--- config.mk ---
export PLATFORM = sky130hd
export DESIGN_NAME = zip_legacy_byte_stream_cipher_unit
export DESIGN_NICKNAME = d
export VERILOG_FILES = /design/src/sv/zlbsc_pkg.sv /design/src/sv/zip_legacy_byte_stream_cipher_unit.sv /design/src/sv/zlbsc_front.sv /design/src/sv/zlbsc_back.sv
export VERILOG_INCLUDE_DIRS = /design/src /design/src/sv
export SDC_FILE = /design/constraint.sdc
export NUM_CORES = 1
export LEC_CHECK = 0
export BUFFER_PORTS_ARGS = -buffer_cell sky130_fd_sc_hd__buf_2
export CAP_MARGIN = 20
export CORE_MARGIN = 2
export CORE_UTILIZATION = 60
export CTS_BUF_LIST = sky130_fd_sc_hd__clkbuf_2 sky130_fd_sc_hd__clkbuf_4 sky130_fd_sc_hd__clkbuf_8
export DETAILED_ROUTE_END_ITERATION = 12
export HOLD_SLACK_MARGIN = 0.05
export PLACE_DENSITY_LB_ADDON = 0.08
export SYNTH_ARGS = -nofsm -noshare
export SYNTH_HDL_FRONTEND = slang
export SYNTH_HIERARCHICAL = 1
export SYNTH_SLANG_ARGS = --single-unit
--- constraint.sdc ---
create_clock -name clock -period 12.4 [get_ports clock]
set_clock_uncertainty 0.1 [all_clocks]
set_input_delay 3.1 -clock clock [delete_from_list [all_inputs] [get_ports clock]]
set_output_delay 3.1 -clock clock [all_outputs]
set_load 0.03 [all_outputs]
--- src/sv/zip_legacy_byte_stream_cipher_unit_macros.svh ---
// assertion macros shared by the cipher unit
`ifndef ZIP_LEGACY_BYTE_STREAM_CIPHER_UNIT_MACROS_SVH
`define ZIP_LEGACY_BYTE_STREAM_CIPHER_UNIT_MACROS_SVH

// same-cycle implication, sampled on clock, off during reset
`define ZLBSC_ASSERT_IMPLIES(label, lhs, rhs) \
   label: assert property (@(posedge clock) disable iff (reset) (lhs) |-> (rhs)) \
      else $error("zlbsc assertion failed");

// next-cycle implication, sampled on clock, off during reset
`define ZLBSC_ASSERT_NEXT(label, lhs, rhs) \
   label: assert property (@(posedge clock) disable iff (reset) (lhs) |=> (rhs)) \
      else $error("zlbsc assertion failed");

`endif

--- src/sv/zlbsc_pkg.sv ---
package zlbsc_pkg;

   localparam logic [31:0] START_KEY_A = 32'd305419896;
   localparam logic [31:0] START_KEY_B = 32'd591751049;
   localparam logic [31:0] START_KEY_C = 32'd878082192;
   localparam logic [31:0] LCG_MULT    = 32'd134775813;
   localparam logic [31:0] CRC_POLY    = 32'hEDB88320;

   // queue depth, a power of two
   localparam int QDEPTH = 2;
   localparam int QPTR_W = (QDEPTH > 1) ? $clog2(QDEPTH) : 1;
   localparam int QCNT_W = $clog2(QDEPTH + 1);

   typedef enum logic [1:0] {
      OP_LOAD   = 2'd0,
      OP_ABSORB = 2'd1,
      OP_DATA   = 2'd2,
      OP_IGNORE = 2'd3
   } op_type;

   typedef struct packed {
      op_type     op;
      logic [7:0] data;
   } item_type;

   typedef struct packed {
      logic     valid;
      item_type item;
   } q_head_type;

   // reflected crc-32 table entry
   function automatic logic [31:0] crc_table(input logic [7:0] idx);
      logic [31:0] t;
      t = {24'd0, idx};
      for (int i = 0; i < 8; i++) begin
         if (t[0]) begin
            t = (t >> 1) ^ CRC_POLY;
         end else begin
            t = t >> 1;
         end
      end
      return t;
   endfunction

   function automatic logic [31:0] crc_byte(input logic [31:0] crc, input logic [7:0] b);
      return crc_table(crc[7:0] ^ b) ^ {8'd0, crc[31:8]};
   endfunction

endpackage

--- src/sv/zip_legacy_byte_stream_cipher_unit.sv ---
// Traditional zip stream cipher, one byte per item. Items pass through a two-entry queue
// into the key engine, which retires a load or a password byte as soon as it reaches the
// queue head and an encrypted data byte once the output register is free, so such items
// stream at one per cycle while the output register is free. A data byte in decrypt mode
// makes a first pass, in which the keystream multiply produces the plaintext and holds it,
// and a second, in which the key update with its crc lookups and 32-bit multiply runs on it.
// A result is written to the output register at the edge where its item leaves the queue,
// which waits for the output register to be free. It can be taken from the next edge on.
// The mode register may change only while the unit holds no item.
`include "zip_legacy_byte_stream_cipher_unit_macros.svh"

module zip_legacy_byte_stream_cipher_unit (
   input  logic       clock,
   input  logic       reset,
   input  logic       req_valid,
   output logic       req_ready,
   input  logic [1:0] req_op,
   input  logic [7:0] req_data_byte,
   output logic       rsp_valid,
   input  logic       rsp_ready,
   output logic [7:0] rsp_out_byte,
   input  logic       csr_write_enable,
   input  logic       csr_write_data
);

   zlbsc_pkg::q_head_type q_head;
   logic                  q_pop;

   zlbsc_front u_front (
      .clock         (clock),
      .reset         (reset),
      .req_valid     (req_valid),
      .req_ready     (req_ready),
      .req_op        (req_op),
      .req_data_byte (req_data_byte),
      .q_head        (q_head),
      .q_pop         (q_pop)
   );

   zlbsc_back u_back (
      .clock            (clock),
      .reset            (reset),
      .csr_write_enable (csr_write_enable),
      .csr_write_data   (csr_write_data),
      .q_head           (q_head),
      .q_pop            (q_pop),
      .rsp_valid        (rsp_valid),
      .rsp_ready        (rsp_ready),
      .rsp_out_byte     (rsp_out_byte)
   );

   `ZLBSC_ASSERT_IMPLIES(a_full_has_head, !req_ready, q_head.valid)
   `ZLBSC_ASSERT_IMPLIES(a_pop_needs_head, q_pop, q_head.valid)
   `ZLBSC_ASSERT_NEXT(a_data_pop_result,
      q_pop && (q_head.item.op == zlbsc_pkg::OP_DATA), rsp_valid)
   `ZLBSC_ASSERT_IMPLIES(a_result_from_pop,
      $rose(rsp_valid), $past(q_pop && (q_head.item.op == zlbsc_pkg::OP_DATA)))

endmodule

--- src/sv/zlbsc_front.sv ---
module zlbsc_front (
   input  logic                   clock,
   input  logic                   reset,
   input  logic                   req_valid,
   output logic                   req_ready,
   input  logic [1:0]             req_op,
   input  logic [7:0]             req_data_byte,
   output zlbsc_pkg::q_head_type  q_head,
   input  logic                   q_pop
);

   zlbsc_pkg::item_type               entry_ff [zlbsc_pkg::QDEPTH];
   logic [zlbsc_pkg::QPTR_W-1:0]      wr_ptr_ff, wr_ptr_in;
   logic [zlbsc_pkg::QPTR_W-1:0]      rd_ptr_ff, rd_ptr_in;
   logic [zlbsc_pkg::QCNT_W-1:0]      count_ff, count_in;
   zlbsc_pkg::op_type                 req_kind;
   logic                              push;
   logic                              pop;

   assign req_kind  = zlbsc_pkg::op_type'(req_op);
   assign req_ready = (count_ff != zlbsc_pkg::QCNT_W'(zlbsc_pkg::QDEPTH));

   // unused op code is taken and dropped here
   assign push = req_valid && req_ready && (req_kind != zlbsc_pkg::OP_IGNORE);
   assign pop  = q_pop && (count_ff != '0);

   assign q_head.valid = (count_ff != '0);
   assign q_head.item  = entry_ff[rd_ptr_ff];

   always_comb begin
      wr_ptr_in = push ? wr_ptr_ff + 1'b1 : wr_ptr_ff;
      rd_ptr_in = pop  ? rd_ptr_ff + 1'b1 : rd_ptr_ff;
      count_in  = count_ff;
      if (push && !pop) begin
         count_in = count_ff + 1'b1;
      end else if (pop && !push) begin
         count_in = count_ff - 1'b1;
      end
   end

   always_ff @(posedge clock) begin
      if (reset) begin
         wr_ptr_ff <= '0;
         rd_ptr_ff <= '0;
         count_ff  <= '0;
      end else begin
         wr_ptr_ff <= wr_ptr_in;
         rd_ptr_ff <= rd_ptr_in;
         count_ff  <= count_in;
      end
   end

   always_ff @(posedge clock) begin
      if (push) begin
         entry_ff[wr_ptr_ff] <= '{op: req_kind, data: req_data_byte};
      end
   end

endmodule

--- src/sv/zlbsc_back.sv ---
module zlbsc_back (
   input  logic                   clock,
   input  logic                   reset,
   input  logic                   csr_write_enable,
   input  logic                   csr_write_data,
   input  zlbsc_pkg::q_head_type  q_head,
   output logic                   q_pop,
   output logic                   rsp_valid,
   input  logic                   rsp_ready,
   output logic [7:0]             rsp_out_byte
);

   logic [31:0] key_a_ff, key_a_in;
   logic [31:0] key_b_ff, key_b_in;
   logic [31:0] key_c_ff, key_c_in;
   logic        encrypt_mode_ff, encrypt_mode_in;
   logic        phase_ff, phase_in;
   logic [7:0]  res_ff, res_in;
   logic        rsp_valid_ff, rsp_valid_in;
   logic [7:0]  rsp_byte_ff, rsp_byte_in;

   logic [15:0] ks_t;
   logic [15:0] ks_prod;
   logic [7:0]  ks;
   logic [7:0]  data_res;
   logic [7:0]  absorb_byte;
   logic [31:0] a_next;
   logic [31:0] b_sum;
   logic [31:0] b_next;
   logic [31:0] c_next;
   logic        out_free;
   logic        is_data;

   assign out_free = !rsp_valid_ff || rsp_ready;
   assign is_data  = q_head.valid && (q_head.item.op == zlbsc_pkg::OP_DATA);

   // keystream from current key_c
   assign ks_t     = {key_c_ff[15:2], 1'b1, key_c_ff[0]};
   assign ks_prod  = ks_t * (ks_t ^ 16'h0001);
   assign ks       = ks_prod[15:8];
   assign data_res = ks ^ q_head.item.data;

   // decrypted byte comes from the held result of the first pass
   assign absorb_byte = (is_data && !encrypt_mode_ff) ? res_ff : q_head.item.data;

   assign a_next = zlbsc_pkg::crc_byte(key_a_ff, absorb_byte);
   assign b_sum  = key_b_ff + {24'd0, a_next[7:0]};
   assign b_next = (b_sum * zlbsc_pkg::LCG_MULT) + 32'd1;
   assign c_next = zlbsc_pkg::crc_byte(key_c_ff, b_next[31:24]);

   always_comb begin
      q_pop           = 1'b0;
      key_a_in        = key_a_ff;
      key_b_in        = key_b_ff;
      key_c_in        = key_c_ff;
      phase_in        = phase_ff;
      res_in          = res_ff;
      rsp_byte_in     = rsp_byte_ff;
      rsp_valid_in    = rsp_ready ? 1'b0 : rsp_valid_ff;
      encrypt_mode_in = csr_write_enable ? csr_write_data : encrypt_mode_ff;

      if (q_head.valid) begin
         unique case (q_head.item.op)
            zlbsc_pkg::OP_LOAD: begin
               q_pop    = 1'b1;
               key_a_in = zlbsc_pkg::START_KEY_A;
               key_b_in = zlbsc_pkg::START_KEY_B;
               key_c_in = zlbsc_pkg::START_KEY_C;
            end
            zlbsc_pkg::OP_ABSORB: begin
               q_pop    = 1'b1;
               key_a_in = a_next;
               key_b_in = b_next;
               key_c_in = c_next;
            end
            zlbsc_pkg::OP_DATA: begin
               if (!encrypt_mode_ff && !phase_ff) begin
                  res_in   = data_res;
                  phase_in = 1'b1;
               end else if (out_free) begin
                  q_pop        = 1'b1;
                  key_a_in     = a_next;
                  key_b_in     = b_next;
                  key_c_in     = c_next;
                  phase_in     = 1'b0;
                  rsp_valid_in = 1'b1;
                  rsp_byte_in  = encrypt_mode_ff ? data_res : res_ff;
               end
            end
            default: begin
               q_pop = 1'b1;
            end
         endcase
      end
   end

   always_ff @(posedge clock) begin
      if (reset) begin
         key_a_ff        <= zlbsc_pkg::START_KEY_A;
         key_b_ff        <= zlbsc_pkg::START_KEY_B;
         key_c_ff        <= zlbsc_pkg::START_KEY_C;
         encrypt_mode_ff <= 1'b0;
         phase_ff        <= 1'b0;
         rsp_valid_ff    <= 1'b0;
      end else begin
         key_a_ff        <= key_a_in;
         key_b_ff        <= key_b_in;
         key_c_ff        <= key_c_in;
         encrypt_mode_ff <= encrypt_mode_in;
         phase_ff        <= phase_in;
         rsp_valid_ff    <= rsp_valid_in;
      end
   end

   always_ff @(posedge clock) begin
      res_ff      <= res_in;
      rsp_byte_ff <= rsp_byte_in;
   end

   assign rsp_valid    = rsp_valid_ff;
   assign rsp_out_byte = rsp_byte_ff;

endmodule
==> impl_metrics.prom <==
# TYPE chip_impl_metric gauge
chip_impl_info{name="run_status",value="finished, final reports clean"} 1
chip_impl_metric{name="path_clk_slew",unit="ns"} 0.10
chip_impl_metric{name="tritoncts_num_sinks",unit=""} 140
chip_impl_metric{name="die_y",unit="microns"} 159
chip_impl_metric{name="synth_compound_gate_area_share",unit="%"} 10.4
chip_impl_metric{name="synth_xor_area_share",unit="%"} 16.3
chip_impl_metric{name="routed_wire_length_per_instance",unit="microns"} 17.6
chip_impl_metric{name="detail_route.vias_per_cell",unit=""} 5.56
chip_impl_metric{name="antenna_found_initial",unit=""} 0
chip_impl_metric{name="synth.area.mux_share",unit="%"} 2.20
chip_impl_info{name="critPathSlowestCell",value="sky130_fd_sc_hd__xnor2_1"} 1
chip_impl_metric{name="core_area",unit="sq um"} 23600
chip_impl_metric{name="worst_slew_pin_slew",unit="ns"} 1.02
chip_impl_metric{name="tns",unit="ns"} 0
chip_impl_metric{name="maxCapViolations",unit=""} 0
chip_impl_metric{name="maxSlewViolCount",unit=""} 0
chip_impl_metric{name="finalHoldViolCount",unit=""} 0
chip_impl_metric{name="firstDrtPassIters",unit=""} 5
chip_impl_metric{name="cp.arrival",unit="ns"} 11.18
chip_impl_metric{name="post_synth_fa_ha_maj_area_fraction",unit="%"} 31.2
chip_impl_metric{name="finalNetCount",unit=""} 1833
chip_impl_metric{name="synthesis.nets",unit=""} 1829
chip_impl_metric{name="achievable-frequency",unit="MHz"} 91.6
chip_impl_metric{name="post_synth_instance_area",unit="sq um"} 14500
chip_impl_info{name="grt_setup_unrepaired",value="false"} 1
chip_impl_metric{name="synth_sequential_area_ratio",unit="%"} 21.8
chip_impl_metric{name="layout-drive-gt1-share",unit="%"} 8.12
chip_impl_metric{name="cts_post_setup_buffers_inserted",unit=""} 0
chip_impl_metric{name="ctsResizeCount",unit=""} 0
chip_impl_metric{name="critical_path_required",unit="ns"} 12.67
chip_impl_info{name="commonest_non_fill_non_tap_cells_in_the_layout",value="sky130_fd_sc_hd__inv_1 (261), sky130_fd_sc_hd__ha_1 (175), sky130_fd_sc_hd__xnor2_1 (152), sky130_fd_sc_hd__fa_1 (116), sky130_fd_sc_hd__dfxtp_1 (104)"} 1
chip_impl_info{name="endpoint_kind",value="flop"} 1
chip_impl_metric{name="cts-buffers-inserted",unit=""} 17
chip_impl_metric{name="n_antenna_cell",unit=""} 0
chip_impl_metric{name="floorplan.initialDensity",unit="%"} 61.3
chip_impl_metric{name="relSlewSlack",unit="%"} 31.6
chip_impl_info{name="critical-path-top-cell-by-count",value="sky130_fd_sc_hd__inv_1"} 1
chip_impl_metric{name="grt_util_all_layers",unit="%"} 27.3
chip_impl_metric{name="cts-root-to-sink-buffers",unit=""} 2
chip_impl_metric{name="synth_enable_flop_cells",unit=""} 36
chip_impl_metric{name="synth_cell_types",unit=""} 72
chip_impl_metric{name="post_syn_instances",unit=""} 1522
chip_impl_info{name="critical_path.startpoint_type",value="flop"} 1
chip_impl_metric{name="ant_nets",unit=""} 0
chip_impl_metric{name="finalSetupViolCount",unit=""} 0
chip_impl_metric{name="wl",unit="mm"} 32.6
chip_impl_info{name="synth_top_family_by_area",value="adder cells"} 1
chip_impl_metric{name="post_route_clock_period_utilization",unit="%"} 88.0
chip_impl_info{name="most_common_flop_cell_mapped_by_yosys",value="sky130_fd_sc_hd__dfxtp_1"} 1
chip_impl_metric{name="vias_in_the_first_global_route",unit=""} 10515
chip_impl_metric{name="grt_start_max_net_pins",unit=""} 53
chip_impl_info{name="min_path_type",value="reg -> reg"} 1
chip_impl_metric{name="drc_marker_count_from_the_first_detailed_route_iteration",unit=""} 679
chip_impl_metric{name="ys_seq_elements",unit=""} 140
chip_impl_info{name="layout.cells.most_common",value="sky130_fd_sc_hd__inv_1"} 1
chip_impl_metric{name="routed-via-count",unit=""} 10325
chip_impl_metric{name="insertion_delay",unit="ns"} 0.47
chip_impl_metric{name="grt_first_pass_wirelength",unit="mm"} 55.2
chip_impl_info{name="cts.root.buffer_cell",value="sky130_fd_sc_hd__clkbuf_8"} 1
chip_impl_metric{name="synth_simple_gate_area_share",unit="%"} 10.0
chip_impl_info{name="crit_type",value="reg -> reg"} 1
chip_impl_metric{name="async_flop_share",unit="%"} 0
chip_impl_metric{name="floorplan.rows",unit=""} 56
chip_impl_metric{name="floorplan.die.width",unit="microns"} 159
chip_impl_metric{name="fin_crit",unit="ns"} 10.91
chip_impl_metric{name="synth_warnings",unit=""} 6
chip_impl_metric{name="top_level_ports",unit=""} 26
chip_impl_metric{name="clock_tree.htree_level_count",unit=""} 4
chip_impl_metric{name="design.die.area",unit="sq um"} 25400
chip_impl_metric{name="io_buffer_count",unit=""} 25
chip_impl_metric{name="crit_path_max_fanout",unit=""} 10
chip_impl_info{name="tritoncts",value="done"} 1
chip_impl_metric{name="layout-area-overhead-vs-synth",unit="%"} 5.80
chip_impl_metric{name="place.detailed.hpwl",unit="mm"} 25.6
chip_impl_metric{name="critical_path.max_stage_delay",unit="ns"} 0.72
chip_impl_metric{name="gp_congestion",unit=""} 0.932
chip_impl_metric{name="grt.overflow.total",unit=""} 0
chip_impl_metric{name="post_cts_hold_buffer_count",unit=""} 0
chip_impl_metric{name="drc_violations",unit=""} 0
chip_impl_metric{name="postSynthAreaPerCell",unit="sq um"} 9.51
chip_impl_metric{name="fill_cells",unit=""} 2022
## synth_stat cells, types with 4 or more instances
library cell	number	area (sq um)
sky130_fd_sc_hd__a211oi_1	4	30.0
sky130_fd_sc_hd__a21o_1	15	113
sky130_fd_sc_hd__a21oi_1	55	275
sky130_fd_sc_hd__a22o_1	11	96.3
sky130_fd_sc_hd__a22oi_1	38	285
sky130_fd_sc_hd__and2_1	20	125
sky130_fd_sc_hd__and3_1	9	56.3
sky130_fd_sc_hd__clkbuf_1	45	169
sky130_fd_sc_hd__dfxtp_1	104	2080
sky130_fd_sc_hd__edfxtp_1	36	1080
sky130_fd_sc_hd__fa_1	116	2320
sky130_fd_sc_hd__ha_1	175	2190
sky130_fd_sc_hd__inv_1	261	980
sky130_fd_sc_hd__mux2_2	18	203
sky130_fd_sc_hd__mux2i_1	10	100
sky130_fd_sc_hd__nand2_1	52	195
sky130_fd_sc_hd__nand2b_1	37	231
sky130_fd_sc_hd__nand3_1	10	50.1
sky130_fd_sc_hd__nand4_1	10	62.6
sky130_fd_sc_hd__nor2_1	94	353
sky130_fd_sc_hd__nor2b_1	12	75.1
sky130_fd_sc_hd__nor3_1	12	60.1
sky130_fd_sc_hd__o211ai_1	6	45.0
sky130_fd_sc_hd__o21a_1	4	30.0
sky130_fd_sc_hd__o21ai_0	23	115
sky130_fd_sc_hd__o21bai_1	9	67.6
sky130_fd_sc_hd__o22ai_1	27	169
sky130_fd_sc_hd__or2_2	6	37.5
sky130_fd_sc_hd__or3_1	5	31.3
sky130_fd_sc_hd__xnor2_1	152	1330
sky130_fd_sc_hd__xnor3_1	4	90.1
sky130_fd_sc_hd__xor2_1	76	666
sky130_fd_sc_hd__xor2_2	5	81.3
## layer usage
metal | vias up | routed length, microns | track usage (%)
li1 | 4975 | - | -
met1 | 5062 | 15700 | 39.5
met2 | 245 | 15000 | 43.7
met3 | 43 | 1330 | 3.13
met4 | 0 | 593 | 7.44
met5 | - | 0 | 0
## worst max-delay path: cells and delay by family (launching register included)
family	cells	cell delay, ns
fa+ha+maj	7	2.63
compound gates	7	1.29
mux	2	0.70
xor+xnor	10	3.97
flops	1	0.59
simple gates	4	1.24
buf+inv	5	0.27
## through the flow
| step | setup slack (ns) | hold slack (ns) | cells | util [%] | area, sq um |
|---|---|---|---|---|---|
| after floorplan | 3.41 | 0.336 | 1522 | - | 14500 |
| after global placement | 1.42 | 0.370 | 1825 | 63.1 | 14900 |
| after detailed placement | 1.57 | 0.385 | 1826 | 63.1 | 14900 |
| after CTS | 1.49 | 0.399 | 1858 | 64.9 | 15300 |
| after global routing | 0.626 | 0.429 | 1858 | 64.9 | 15300 |
| final | 1.49 | 0.400 | 1858 | 64.9 | 15300 |
## final timing paths
kind / from / end / slack [ns] / cells past startpoint
worst min register to register: u_back/key_c_ff[30] / u_back/key_c_ff[30] / 0.40 / 2
worst max register to register: flop / u_back/key_c_ff[24] / 1.49 / 35
worst min-delay path: u_back/key_c_ff[30] / u_back/key_c_ff[30] / 0.40 / 2
worst max-delay path: flop / u_back/key_c_ff[24] / 1.49 / 35
## cells by family (layout without fill, tap and decap cells)
logic type      after synthesis  count (layout)
other cells                   1               1
compound gates              218             218
mux                          29              29
fa+ha+maj                   291             291
xor+xnor                    245             245
buf+inv                     311             328
flops                       140             140
simple gates                287             287
## registers in the layout, summed over array words and instances (netlist names), 2 cells and up, named ones only
signal / flops
u_back/res_ff: 8
u_back/key_a_ff: 32
u_back/rsp_out_byte: 8
u_back/key_b_ff: 32
u_front/count_ff: 2
u_back/key_c_ff: 32
u_front/entry_ff: 20
## cell type report
class | instances | area, sq um | area share (%)
multi-input combinational | 1071 | 10200 | 66.3
timing repair buffer | 35 | 200 | 1.31
clock inverter | 15 | 186 | 1.22
tap | 319 | 399 | 2.61
sequential | 140 | 3160 | 20.7
inverter | 261 | 980 | 6.40
clock buffer | 17 | 234 | 1.53
Power is not shown: default switching activity piles up to over one toggle a cycle in this logic, so the estimate is an artifact.
